**config.mk**
```make
export PLATFORM = sky130hd
export DESIGN_NAME = delta_list_timeout_queue
export DESIGN_NICKNAME = d
export VERILOG_FILES = /design/src/hw/rtl/dltq_pkg.sv /design/src/hw/rtl/delta_list_timeout_queue.sv
export SDC_FILE = /design/constraint.sdc
export NUM_CORES = 1
export LEC_CHECK = 0
export BUFFER_PORTS_ARGS = -buffer_cell sky130_fd_sc_hd__buf_4
export CELL_PAD_IN_SITES_DETAIL_PLACEMENT = 1
export CELL_PAD_IN_SITES_GLOBAL_PLACEMENT = 2
export CORE_MARGIN = 10
export CORE_UTILIZATION = 45
export DETAILED_ROUTE_END_ITERATION = 10
export GPL_TIMING_DRIVEN = 1
export PLACE_DENSITY_LB_ADDON = 0.08
export SLEW_MARGIN = 20
export SYNTH_ARGS = -nofsm -noshare
export SYNTH_HDL_FRONTEND = slang
export SYNTH_SLANG_ARGS = --single-unit
```
**constraint.sdc**
```tcl
create_clock -name clk -period 9.9 [get_ports clk]
set_input_delay 0.495 -clock clk [delete_from_list [all_inputs] [get_ports clk]]
set_output_delay 0.495 -clock clk [all_outputs]
set_load 0.03 [all_outputs]
```
**src/hw/rtl/dltq_pkg.sv**
```systemverilog
`timescale 1ns / 1ps
// ----------------------------------------------------------------------------
// dltq_pkg
// Shared types and defaults for the delta list timeout queue.
// ----------------------------------------------------------------------------
package dltq_pkg;

  localparam int DEF_MAX_ENTRIES = 16;
  localparam int DEF_DELAY_BITS  = 16;

  typedef enum logic [1:0] {
    OP_INSERT = 2'd0,
    OP_TICK   = 2'd1,
    OP_POP    = 2'd2,
    OP_NONE   = 2'd3
  } opcode_t;

  typedef enum logic [1:0] {
    STAT_OK    = 2'd0,
    STAT_FULL  = 2'd1,
    STAT_EMPTY = 2'd2
  } status_t;

  typedef enum logic [2:0] {
    S_IDLE,
    S_HEAD,
    S_WALK,
    S_SHIFT_UP,
    S_PLACE,
    S_SHIFT_DOWN
  } state_t;

endpackage

```
**src/hw/rtl/delta_list_timeout_queue.sv**
```systemverilog
`timescale 1ns / 1ps
// ----------------------------------------------------------------------------
// delta_list_timeout_queue
// Timer queue kept as a delta list in one synchronous entry memory.
// ----------------------------------------------------------------------------
// Steps per word: tick, unused opcode and pop read the head entry; a pop then
//   moves the remaining entries toward the head one at a time. Insert walks the
//   list while the entry delays fit, then appends, or shifts the later entries up
//   one at a time and places the new entry; a full table refuses the insert.
// Throughput: one word at a time; the receiver cannot stall, done is high for one cycle.
// Reset clears occupancy and control; entry memory holds no reset value.
module delta_list_timeout_queue
  import dltq_pkg::*;
#(
  parameter int MAX_ENTRIES = dltq_pkg::DEF_MAX_ENTRIES,
  parameter int DELAY_BITS  = dltq_pkg::DEF_DELAY_BITS
) (
  input  logic                               clk,
  input  logic                               rst,
  input  logic                               start,
  output logic                               busy,
  input  logic [1:0]                         opcode,
  input  logic [7:0]                         handle,
  input  logic [15:0]                        delay_ticks,
  output logic                               done,
  output logic                               expired_valid,
  output logic [7:0]                         expired_handle,
  output logic [1:0]                         status,
  output logic [$clog2(MAX_ENTRIES+1)-1:0]   entry_count
);

  localparam int CW = $clog2(MAX_ENTRIES + 1);
  localparam int AW = $clog2(MAX_ENTRIES);
  localparam int EW = 8 + DELAY_BITS;
  localparam logic [CW-1:0] ONE  = CW'(1);
  localparam logic [CW-1:0] FULL = CW'(MAX_ENTRIES);

  state_t              state, state_next;
  opcode_t             op;
  logic [7:0]          hdl;
  logic [DELAY_BITS-1:0] rem, rem_next;
  logic [CW-1:0]       pos, pos_next;
  logic [CW-1:0]       k, k_next;
  logic [CW-1:0]       occ, occ_next;

  logic [EW-1:0]       mem [MAX_ENTRIES];
  logic [EW-1:0]       rdata;
  logic [CW-1:0]       ra, wa;
  logic                we;
  logic [EW-1:0]       wd;

  logic                done_next, ev_next;
  logic [7:0]          eh_next;
  status_t             st_next;

  logic [7:0]            rd_h;
  logic [DELAY_BITS-1:0] rd_d;
  logic [7:0]            pop_hdl;

  assign rd_h        = rdata[EW-1:DELAY_BITS];
  assign rd_d        = rdata[DELAY_BITS-1:0];
  assign busy        = (state != S_IDLE);
  assign entry_count = occ;

  // Entry memory: one write and one registered read per cycle
  always_ff @(posedge clk) begin
    if (we) begin
      mem[wa[AW-1:0]] <= wd;
    end
    rdata <= mem[ra[AW-1:0]];
  end

  // Control registers
  always_ff @(posedge clk) begin
    if (rst) begin
      state <= S_IDLE;
      occ   <= '0;
      done  <= 1'b0;
    end else begin
      state <= state_next;
      occ   <= occ_next;
      done  <= done_next;
    end
  end

  // Working and result registers
  always_ff @(posedge clk) begin
    if (state == S_IDLE && start) begin
      op  <= opcode_t'(opcode);
      hdl <= handle;
    end
    rem <= rem_next;
    pos <= pos_next;
    k   <= k_next;
    if (done_next) begin
      expired_valid  <= ev_next;
      expired_handle <= eh_next;
      status         <= st_next;
    end
  end

  // Sequencer: walk, shift and place entries
  always_comb begin
    state_next = state;
    rem_next   = rem;
    pos_next   = pos;
    k_next     = k;
    occ_next   = occ;
    ra         = '0;
    wa         = '0;
    we         = 1'b0;
    wd         = rdata;
    done_next  = 1'b0;
    ev_next    = 1'b0;
    eh_next    = '0;
    st_next    = STAT_OK;
    unique case (state)
      S_IDLE: begin
        if (start) begin
          rem_next = DELAY_BITS'(delay_ticks);
          pos_next = '0;
          ra       = '0;
          state_next = (opcode_t'(opcode) == OP_INSERT) ? S_WALK : S_HEAD;
        end
      end
      S_HEAD: begin
        state_next = S_IDLE;
        done_next  = 1'b1;
        unique case (op)
          OP_TICK: begin
            if (occ != '0 && rd_d != '0) begin
              we = 1'b1;
              wa = '0;
              wd = {rd_h, rd_d - DELAY_BITS'(1)};
            end
          end
          OP_POP: begin
            if (occ != '0 && rd_d == '0) begin
              ev_next = 1'b1;
              eh_next = rd_h;
              if (occ > ONE) begin
                ra         = ONE;
                k_next     = ONE;
                state_next = S_SHIFT_DOWN;
                done_next  = 1'b0;
              end else begin
                occ_next = occ - ONE;
              end
            end else begin
              st_next = STAT_EMPTY;
            end
          end
          default: begin
          end
        endcase
      end
      S_WALK: begin
        priority if (occ == FULL) begin
          st_next    = STAT_FULL;
          done_next  = 1'b1;
          state_next = S_IDLE;
        end else if (pos < occ && rd_d <= rem) begin
          rem_next = rem - rd_d;
          pos_next = pos + ONE;
          ra       = pos + ONE;
        end else if (pos == occ) begin
          we         = 1'b1;
          wa         = pos;
          wd         = {hdl, rem};
          occ_next   = occ + ONE;
          done_next  = 1'b1;
          state_next = S_IDLE;
        end else begin
          k_next     = occ;
          ra         = occ - ONE;
          state_next = S_SHIFT_UP;
        end
      end
      S_SHIFT_UP: begin
        // rdata holds entry k-1; move it to k
        we = 1'b1;
        wa = k;
        if (k - ONE == pos) begin
          wd         = {rd_h, rd_d - rem};
          state_next = S_PLACE;
        end else begin
          k_next = k - ONE;
          ra     = k - CW'(2);
        end
      end
      S_PLACE: begin
        we         = 1'b1;
        wa         = pos;
        wd         = {hdl, rem};
        occ_next   = occ + ONE;
        done_next  = 1'b1;
        state_next = S_IDLE;
      end
      S_SHIFT_DOWN: begin
        // rdata holds entry k; move it to k-1
        we      = 1'b1;
        wa      = k - ONE;
        ev_next = 1'b1;
        eh_next = pop_hdl;
        if (k + ONE < occ) begin
          k_next = k + ONE;
          ra     = k + ONE;
        end else begin
          occ_next   = occ - ONE;
          done_next  = 1'b1;
          state_next = S_IDLE;
        end
      end
      default: state_next = S_IDLE;
    endcase
  end

  // Hold the popped handle across the shift
  // (expired_handle is loaded at done only, so keep a copy while shifting)
  always_ff @(posedge clk) begin
    if (state == S_HEAD) begin
      pop_hdl <= rd_h;
    end
  end

  assert property (@(posedge clk) disable iff (rst) occ <= FULL)
    else $error("occupancy above table size");
  assert property (@(posedge clk) disable iff (rst) done |-> $past(busy))
    else $error("result without work in progress");
  assert property (@(posedge clk) disable iff (rst)
    (done && status == STAT_FULL) |-> occ == FULL)
    else $error("full status with room left");
  assert property (@(posedge clk) disable iff (rst)
    (done && expired_valid) |-> status == STAT_OK)
    else $error("pop result with bad status");

endmodule

```
[Word-level counts from Yosys, hierarchy flattened]
Memory sizes are Yosys's and may differ from the RTL's. A register that Yosys moved wholly into a read port is not among the register bits.
Cells that the tools add are included.
Cells by class
  add/subtract/negate cells: 9
  order comparisons: 4
  eq/ne operators: 25
  mux-type cells: 80
  reduce and logical (&&, ||, !) cells: 18
Operators by type and width (number)
  $mux 16: 6
  $pmux 24 s4: 1
  $mux 5: 18
  $mux 24: 3
  $pmux 5 s4: 2
  $mux 4: 8
  $pmux 16 s2: 1
  $pmux 4 s4: 2
  $sub 16x16->16: 2
  $ne 2x2->1 const B: 13
  $mux 3: 8
  $mux 1: 18
  $le 16x16->1: 1
  $logic_not 16->1: 1
  $mux 8: 2
  $pmux 8 s2: 1
  $reduce_bool 16->1: 1
  $sub 16x1->16 const B: 1
  $add 5x1->5 const B: 3
  $pmux 3 s5: 1
  $eq 5x5->1: 2
  $lt 5x5->1: 2
  $pmux 5 s2: 1
  $sub 5x1->5 const B: 2
  other kinds (26): 36
Word-level totals
  bits in registers: 64
  RAM bits: 384
  word-level logic and storage cells: 149
  memories: 1
Memories
  mem: words 16, width 24, read ports 1, clocked after memory_dff 1, wr ports 1, RTL line delta_list_timeout_queue.sv:46  | logic [EW-1:0] mem [MAX_ENTRIES];

[Longest topological paths before layout]
Gate-level depths: netlist of the first run.
  depth in word-level cells: 7
  mapped depth: 16
  mapped depth without buffers: 14

[Worst setup path after synthesis of the first run]
No wires, ideal clock.
  path kind: register to register
  start point: register rem[8]
  end point: memory mem[10][0] in the netlist's numbering (enable)
  setup time: 405 ps
  data arrival time: 4062 ps
  setup slack: 5434 ps
  cell stages (with the launch flop): 13
  path buffers: 1
  clock period less this slack: 4466 ps
  path through: edfxtp_1 inv_1 ha_1 buf_2 nand4_1 or3_1 or4_4 a21oi_4 nor3_1 a21o_1 a221oi_1 nand3b_1 nor2_1
On the way
  cells in the longest elaborated chain, start to end: 7
  elaborated cells on any way between the ends: 10
  those cells by class: order compare: 1; mux: 8; reduce/logical: 1
RTL lines
  start: declaration: RTL line delta_list_timeout_queue.sv:41  | logic [DELAY_BITS-1:0] rem, rem_next;
  start signal: assignment: RTL line delta_list_timeout_queue.sv:92  | rem <= rem_next;
  $le 16x16->1 *: RTL line delta_list_timeout_queue.sv:162  | end else if (pos < occ && rd_d <= rem) begin
  $logic_and 1x1->1 *: RTL line delta_list_timeout_queue.sv:162
  $mux 1: RTL line delta_list_timeout_queue.sv:162
  $mux 1: RTL line delta_list_timeout_queue.sv:158  | priority if (occ == FULL) begin
  $pmux 1 s3: RTL line delta_list_timeout_queue.sv:117  | unique case (state)
  $mux 1: RTL line delta_list_timeout_queue.sv:67  | if (we) begin
  $mux 1 (implied by the code): RTL line delta_list_timeout_queue.sv:68  | mem[wa[AW-1:0]] <= wd;
  end: declaration: RTL line delta_list_timeout_queue.sv:46
Every way passes the cells marked *; elsewhere a longest branch is shown, timed or not.

[Worst setup path in the final report of the first run]
  start point: register state[0]
  end point: register rdata[9] (read register of mem)
On the way
  cells in the longest elaborated chain, start to end: 2
  elaborated cells on any way between the ends: 5
  those cells by class: eq/ne: 4; mux: 1
RTL lines
  start: declaration: RTL line delta_list_timeout_queue.sv:38  | state_t state, state_next;
  start signal: assignment: RTL line delta_list_timeout_queue.sv:80  | state <= state_next;
  $eq 3x3->1 (tied with other cells): RTL line delta_list_timeout_queue.sv:117
  $pmux 4 s4 *: RTL line delta_list_timeout_queue.sv:117
  end: declaration: RTL line delta_list_timeout_queue.sv:47  | logic [EW-1:0] rdata;
Marked as above.
A chain may end at the register's enable or synchronous reset.

==> results of run 1 <==
worst max path at each step:
stage                  start    endpoint  slack (ps)  cells after the start
floorplan             rem[8]  mem[10][0]        5430                     12
CTS                 state[0]    rdata[9]        4210                     14
finish              state[0]    rdata[9]        4290                     14
detailed placement  state[0]    rdata[9]        4230                     14
global route        state[0]    rdata[9]        3860                     14
global placement    state[0]    rdata[9]        4310                     14
worst register-to-register path: cells and delay by family, from the launching register on:
kind | cells | cell delay [ps]
and+or+nand+nor | 6 | 1550
buffers and inverters | 4 | 2100
AOI/OAI and AO/OA | 2 | 490
muxes | 2 | 480
DFF | 1 | 830
where the power goes:
group          internal (W)  leakage [nW]  switching, W
Clock               0.00113         0.829      0.000796
Sequential          0.00254          4.26      0.000148
Combinational      0.000677          3.41       0.00114
through the flow:
step / worst slack (ps) / util / power, W / hold WS [ps] / instance area (um2)
3_5_place_dp: 4230 / 0.476 / 0.00454 / 486 / 22600
3_3_place_gp: 4310 / 0.476 / 0.00450 / 450 / 22600
5_1_grt: 3860 / 0.513 / 0.00677 / 37.2 / 24400
2_1_floorplan: 5430 / - / 0.00394 / 427 / 21500
4_1_cts: 4210 / 0.512 / 0.00648 / 30.1 / 24300
6_report: 4290 / 0.513 / 0.00644 / 65.7 / 24400
area by class of cell:
class	count	area, um2
sequential	472	13800
fill	4653	23100
clock inverter	20	249
multi-input combinational	950	7290
tap	615	769
inverter	55	206
timing repair buffer	74	591
clock buffer	75	1460
antenna	1	2.50
layout by cell type, fill, tap and decap left out, drive strengths merged, types with 7 or more instances in the layout:
cell	count
nand2b	10
a221o	28
buf	72
a222oi	7
o22ai	31
dfxtp	33
clkinv	12
or3	8
nand2	69
ha	50
mux2	103
nor4	7
edfxtp	439
a21o	11
xnor2	28
a22o	8
o21ai	68
nor2	121
a21oi	99
nor2b	8
clkbuf	77
nor3	16
inv	57
xor2	20
mux2i	147
nand3	19
sequential cells by signal, summed over array words and instances, names as in the netlist:
signal          count
rdata              24
k                   5
rem                16
done                1
mem               384
expired_valid       1
entry_count         5
expired_handle      8
pos                 5
status              2
state               3
pop_hdl             8
hdl                 8
op                  2
synthesized netlist by cell type, types with 6 or more instances:
| library cell | instances |
|---|---|
| edfxtp_1 | 439 |
| mux2i_1 | 147 |
| nor2_1 | 120 |
| a21oi_1 | 98 |
| mux2_2 | 98 |
| nand2_1 | 69 |
| o21ai_0 | 68 |
| inv_1 | 54 |
| ha_1 | 50 |
| clkbuf_1 | 37 |
| dfxtp_1 | 33 |
| o22ai_1 | 31 |
| a221o_1 | 28 |
| xnor2_1 | 28 |
| buf_2 | 26 |
| xor2_1 | 20 |
| nand3_1 | 19 |
| nor3_1 | 16 |
| a21o_1 | 11 |
| nand2b_1 | 10 |
| a22o_1 | 8 |
| nor2b_1 | 8 |
| or3_1 | 8 |
| a222oi_1 | 7 |
| buf_1 | 7 |
| a221oi_1 | 6 |
| a22oi_1 | 6 |
| nor4_1 | 6 |
| o211ai_1 | 6 |
routing by layer:
layer / track usage / vias to the layer above / wire length (um)
li1: - / 6035 / -
met1: 0.272 / 6681 / 26600
met2: 0.330 / 253 / 27600
met3: 0.0271 / 70 / 2280
met4: 0.0612 / 0 / 1210
met5: 0 / - / 0
cells by family after synthesis:
group,count (synthesis),share of synthesized area
and+or+nand+nor,289,0.0620
buffers and inverters,130,0.0251
muxes,250,0.122
DFF,472,0.644
adders and majority gates,52,0.0309
xor gates and xnor gates,51,0.0228
AOI/OAI and AO/OA,308,0.0932
==> flow_metrics.tcl, run 1 <==
set metrics [dict create \
    ctsLongestPathBuffers 3 \
    wl_per_cell_um 25.5 \
    synth-edff-count 439 \
    fp.dieArea_um2 56900 \
    num_io_pins 47 \
    initialDrtViolationCount 905 \
    drive_gt1_frac 0.175 \
    finalWeightedCongestion 0.830 \
    ys_types 71 \
    hp-start "handle[6]" \
    crit_path_cell_trace "inv_1 > nor2_1 > nand2_1 > inv_1 > nand3b_1 > nor2_2 > nand2_1 > nand4_1 > buf_12 > buf_4 > mux2i_1 > mux2_2 > o22ai_1 > a221o_1" \
    synth_seq_cells 472 \
    status "completed" \
    max-cap-violations 0 \
    postCtsHoldBufs 0 \
    fin_tns_setup_ps 0 \
    required_ps 10360 \
    post-route-drc-count 0 \
    p_leak_nw 8.50 \
    postCtsSetupBuffers 0 \
    clockRootBuffer "clkbuf_16" \
    fin_cells 2262 \
    yosysWarningCount 0 \
    ir_drop_v 0.000167 \
    critPathMaxFanout 135 \
    cts_resized 0 \
    antenna_found_initial 5 \
    clock_latency_ps 610 \
    power.density_nw_per_um2 264 \
    first_pass_iters 6 \
    r2r-start "state[0]" \
    routed_wl_mm 57.6 \
    start_kind "flop" \
    ant_nets 0 \
    overflow 0 \
    report.final.slew_viol_count 0 \
    final_hold_viol_count 0 \
    slew-limit-headroom 0.245 \
    fmax_ghz 0.178 \
    period_needed_ps 5610 \
    rr_worst_depth 14 \
    end_kind "flop" \
    hold_path_depth 1 \
    dpl.hpwl_mm 35.4 \
    period_share 0.566 \
    yosys.area.top_type "edfxtp_1" \
    grt.total_usage 0.201 \
    hold_path_class "in2reg" \
    start_util 0.452 \
    path_buf_inv 4 \
    grt_pass1_wl_mm 86.5 \
    r2r_slack_ps 4290 \
    post_drt_via_cell_ratio 5.76 \
    cts_tree "yes" \
    synth_seq_area_share 0.644 \
    syn-num-nets 1633 \
    crit_slowest_cell "buf_4" \
    syn_area_um2 21500 \
    worstHoldEndpoint "hdl[6]" \
    nNetsFinal 1685 \
    area_growth_pct 13.5 \
    synth_top_area_frac 0.613 \
    r2r_end "rdata[9]" \
    cp_slowest_stage_delay_ps 890 \
    criticalPathCategory "reg2reg" \
    die_w_um 239 \
    cts_buffers 51 \
    grt_max_degree 136 \
    htree_levels 2 \
    fp.dieH_um 239 \
    rsz0062_at_grt "false" \
    arrival_ps 6070 \
    io_buffers 46 \
    post-place-cells 2161 \
    grt_pass1_vias 13600 \
    synthTopCellsByArea "edfxtp_1, mux2i_1, mux2_2" \
    rows 80 \
    cts_num_sinks 472 \
    tightestPinTransition_ps 1130 \
    synth_async_sr_flop_share 0 \
    coreArea_um2 47500 \
    clkTransAtPathRegs_ps 60 \
    skew_ps 16.7 \
    vias 13000 \
    critical_path.top_delay_family "buffers and inverters" \
    netlist_instances 1552 \
    setup_violations 0 \
    avgSynthCellArea_um2 13.9 \
    synthFlopType "edfxtp_1" \
]
No activity file was read; power rests on OpenSTA's default activity.
==> inputs of run 2 (changes only) <==
--- a/config.mk
+++ b/config.mk
@@ -9,7 +9,7 @@
 export CELL_PAD_IN_SITES_DETAIL_PLACEMENT = 1
 export CELL_PAD_IN_SITES_GLOBAL_PLACEMENT = 2
 export CORE_MARGIN = 10
-export CORE_UTILIZATION = 45
+export CORE_UTILIZATION = 41
 export DETAILED_ROUTE_END_ITERATION = 10
 export GPL_TIMING_DRIVEN = 1
 export PLACE_DENSITY_LB_ADDON = 0.08
==> constraint.sdc (replaced) <==
create_clock -name clk -period 4.8 [get_ports clk]
set_input_delay 0.24 -clock clk [delete_from_list [all_inputs] [get_ports clk]]
set_output_delay 0.24 -clock clk [all_outputs]
set_load 0.03 [all_outputs]
==> run 2 against run 1 <==
Net effect:
- non-clock buffer count increased by 86
- hold slack got worse by 33 ps
- critical path depth unchanged
- design area increased by 3.6%
- first-iteration DRC count decreased by 4.2%
- clock skew grew 27 ps
- die area rose by 8.9%
- via count is 1.7% higher
- largest power group unchanged
==> flow_metrics.tcl, run 2 (synthesis gave the netlist of run 1 again) <==
set metrics [dict create \
    status "completed" \
    p_leak_nw 8.91 \
    slew-limit-headroom 0.487 \
    nNetsFinal 1771 \
    routed_wl_mm 58.0 \
    fin_tns_setup_ps 0 \
    ir_drop_v 0.000305 \
    report.final.slew_viol_count 0 \
    postCtsSetupBuffers 0 \
    coreArea_um2 51600 \
    grt.total_usage 0.183 \
    arrival_ps 4640 \
    initialDrtViolationCount 867 \
    hold_path_class "in2reg" \
    htree_levels 2 \
    drive_gt1_frac 0.198 \
    setup_violations 0 \
    rsz0062_at_grt "false" \
    overflow 0 \
    start_kind "flop" \
    fin_worst_hold_slack_ps 33.2 \
    wl_per_cell_um 24.0 \
    place_ws_ps 207 \
    cp_slowest_stage_delay_ps 510 \
    post-route-drc-count 0 \
    cts_num_sinks 472 \
    required_ps 4950 \
    end_kind "flop" \
    grt_pass1_vias 13800 \
    antenna_found_initial 0 \
    fin_cells 2412 \
    final_common_cell "edfxtp_1" \
    period_share 0.935 \
    criticalPathCategory "reg2reg" \
    first_pass_iters 4 \
    max-cap-violations 0 \
    grt_max_degree 72 \
    final_cell_mix "edfxtp_1, mux2i_1, buf_4" \
    tightestPinTransition_ps 768 \
    power.density_nw_per_um2 532 \
    cts_buffers 51 \
    largest_register_ffs 384 \
    finalWeightedCongestion 0.857 \
    die_w_um 249 \
    fp.dieH_um 249 \
    grt_pass1_wl_mm 88.1 \
    clkTransAtPathRegs_ps 60 \
    num_io_pins 47 \
    crit_slowest_cell "nand2_1" \
    critPathMaxFanout 16 \
    fp.dieArea_um2 62000 \
    final_hold_viol_count 0 \
    clock_latency_ps 620 \
    fmax_ghz 0.223 \
    ctsLongestPathBuffers 3 \
    area_growth_pct 17.6 \
    post_drt_via_cell_ratio 5.50 \
    ant_nets 0 \
    post-place-cells 2292 \
    r2r_slack_ps 310 \
    r2r_end "mem[10][10]" \
    clockRootBuffer "clkbuf_16" \
    skew_ps 43.4 \
    crit_path_cell_trace "inv_1 > ha_1 > inv_1 > fa_1 > a211o_1 > o211ai_1 > a2bb2oi_1 > a31o_2 > a21oi_4 > nor3_1 > a21o_1 > buf_4 > a222oi_1 > nand2_1" \
    start_util 0.417 \
    cpMostUsedCell "inv_1" \
    dpl.hpwl_mm 39.3 \
    cts_tree "yes" \
    rows 83 \
    period_needed_ps 4490 \
    vias 13300 \
    rr_worst_depth 14 \
    r2r-start "rdata[0]" \
    io_buffers 46 \
    setup_slack_ps 310 \
    endpoint "mem[10][10]" \
    critPathLaunch "rdata[0]" \
]
## run 2: timing repair
item	4_1_cts	5_1_grt
endpoints found under the hold margin	33	0
gates resized for setup	0	1
setup endpoints to repair	0	16
hold buffers	25	0
## run 2: cell type report
class,count,area (um2)
repair buffers,160,1450
flip-flops and latches,472,13800
clock inverters,31,307
inverters,55,206
clock buffers,63,1340
multi-input cells,950,7290
well taps,680,851
diodes,1,2.50
fillers,5066,26300
## run 2: routing by layer
| layer | share of wire | up-vias | wire (um) | global-route usage |
|---|---|---|---|---|
| met5 | 0 | - | 0 | 0 |
| met4 | 0.024 | 0 | 1380 | 0.0561 |
| met3 | 0.033 | 81 | 1890 | 0.0230 |
| met2 | 0.46 | 223 | 26700 | 0.291 |
| met1 | 0.48 | 6734 | 28000 | 0.256 |
| li1 | - | 6223 | - | - |
## run 2: metrics by stage
stage | total power, W | instance area (um2) | util
2_1_floorplan | 0.00812 | 21500 | -
3_3_place_gp | 0.00960 | 23400 | 0.453
3_5_place_dp | 0.00965 | 23400 | 0.453
4_1_cts | 0.0136 | 25300 | 0.490
5_1_grt | 0.0141 | 25300 | 0.490
6_report | 0.0134 | 25300 | 0.490
## run 2: report_power, final
group	leakage [nW]	total [W]	switching, W	internal, W
Combinational	3.84	0.00410	0.00259	0.00152
Clock	0.803	0.00387	0.00166	0.00221
Sequential	4.26	0.00547	0.000238	0.00523
## run 2: worst min-delay path by stage
stage | end | cells past startpoint | start | slack [ps]
after detailed placement | hdl[4] | 1 | handle[4] | 420
after CTS | rem[6] | 3 | delay_ticks[6] | 10
after global routing | rem[6] | 3 | delay_ticks[6] | 40
final | rem[6] | 3 | delay_ticks[6] | 30
after floorplan | hdl[0] | 0 | handle[0] | 340
after global placement | hdl[0] | 1 | handle[0] | 420
## run 2: worst max-delay path: cells and delay by family (launching register included)
| kind | cells | cell delay, ps |
|---|---|---|
| compound gates | 7 | 2010 |
| simple gates | 2 | 660 |
| fa+ha+maj | 2 | 580 |
| buf+inv | 3 | 410 |
| flops | 1 | 370 |
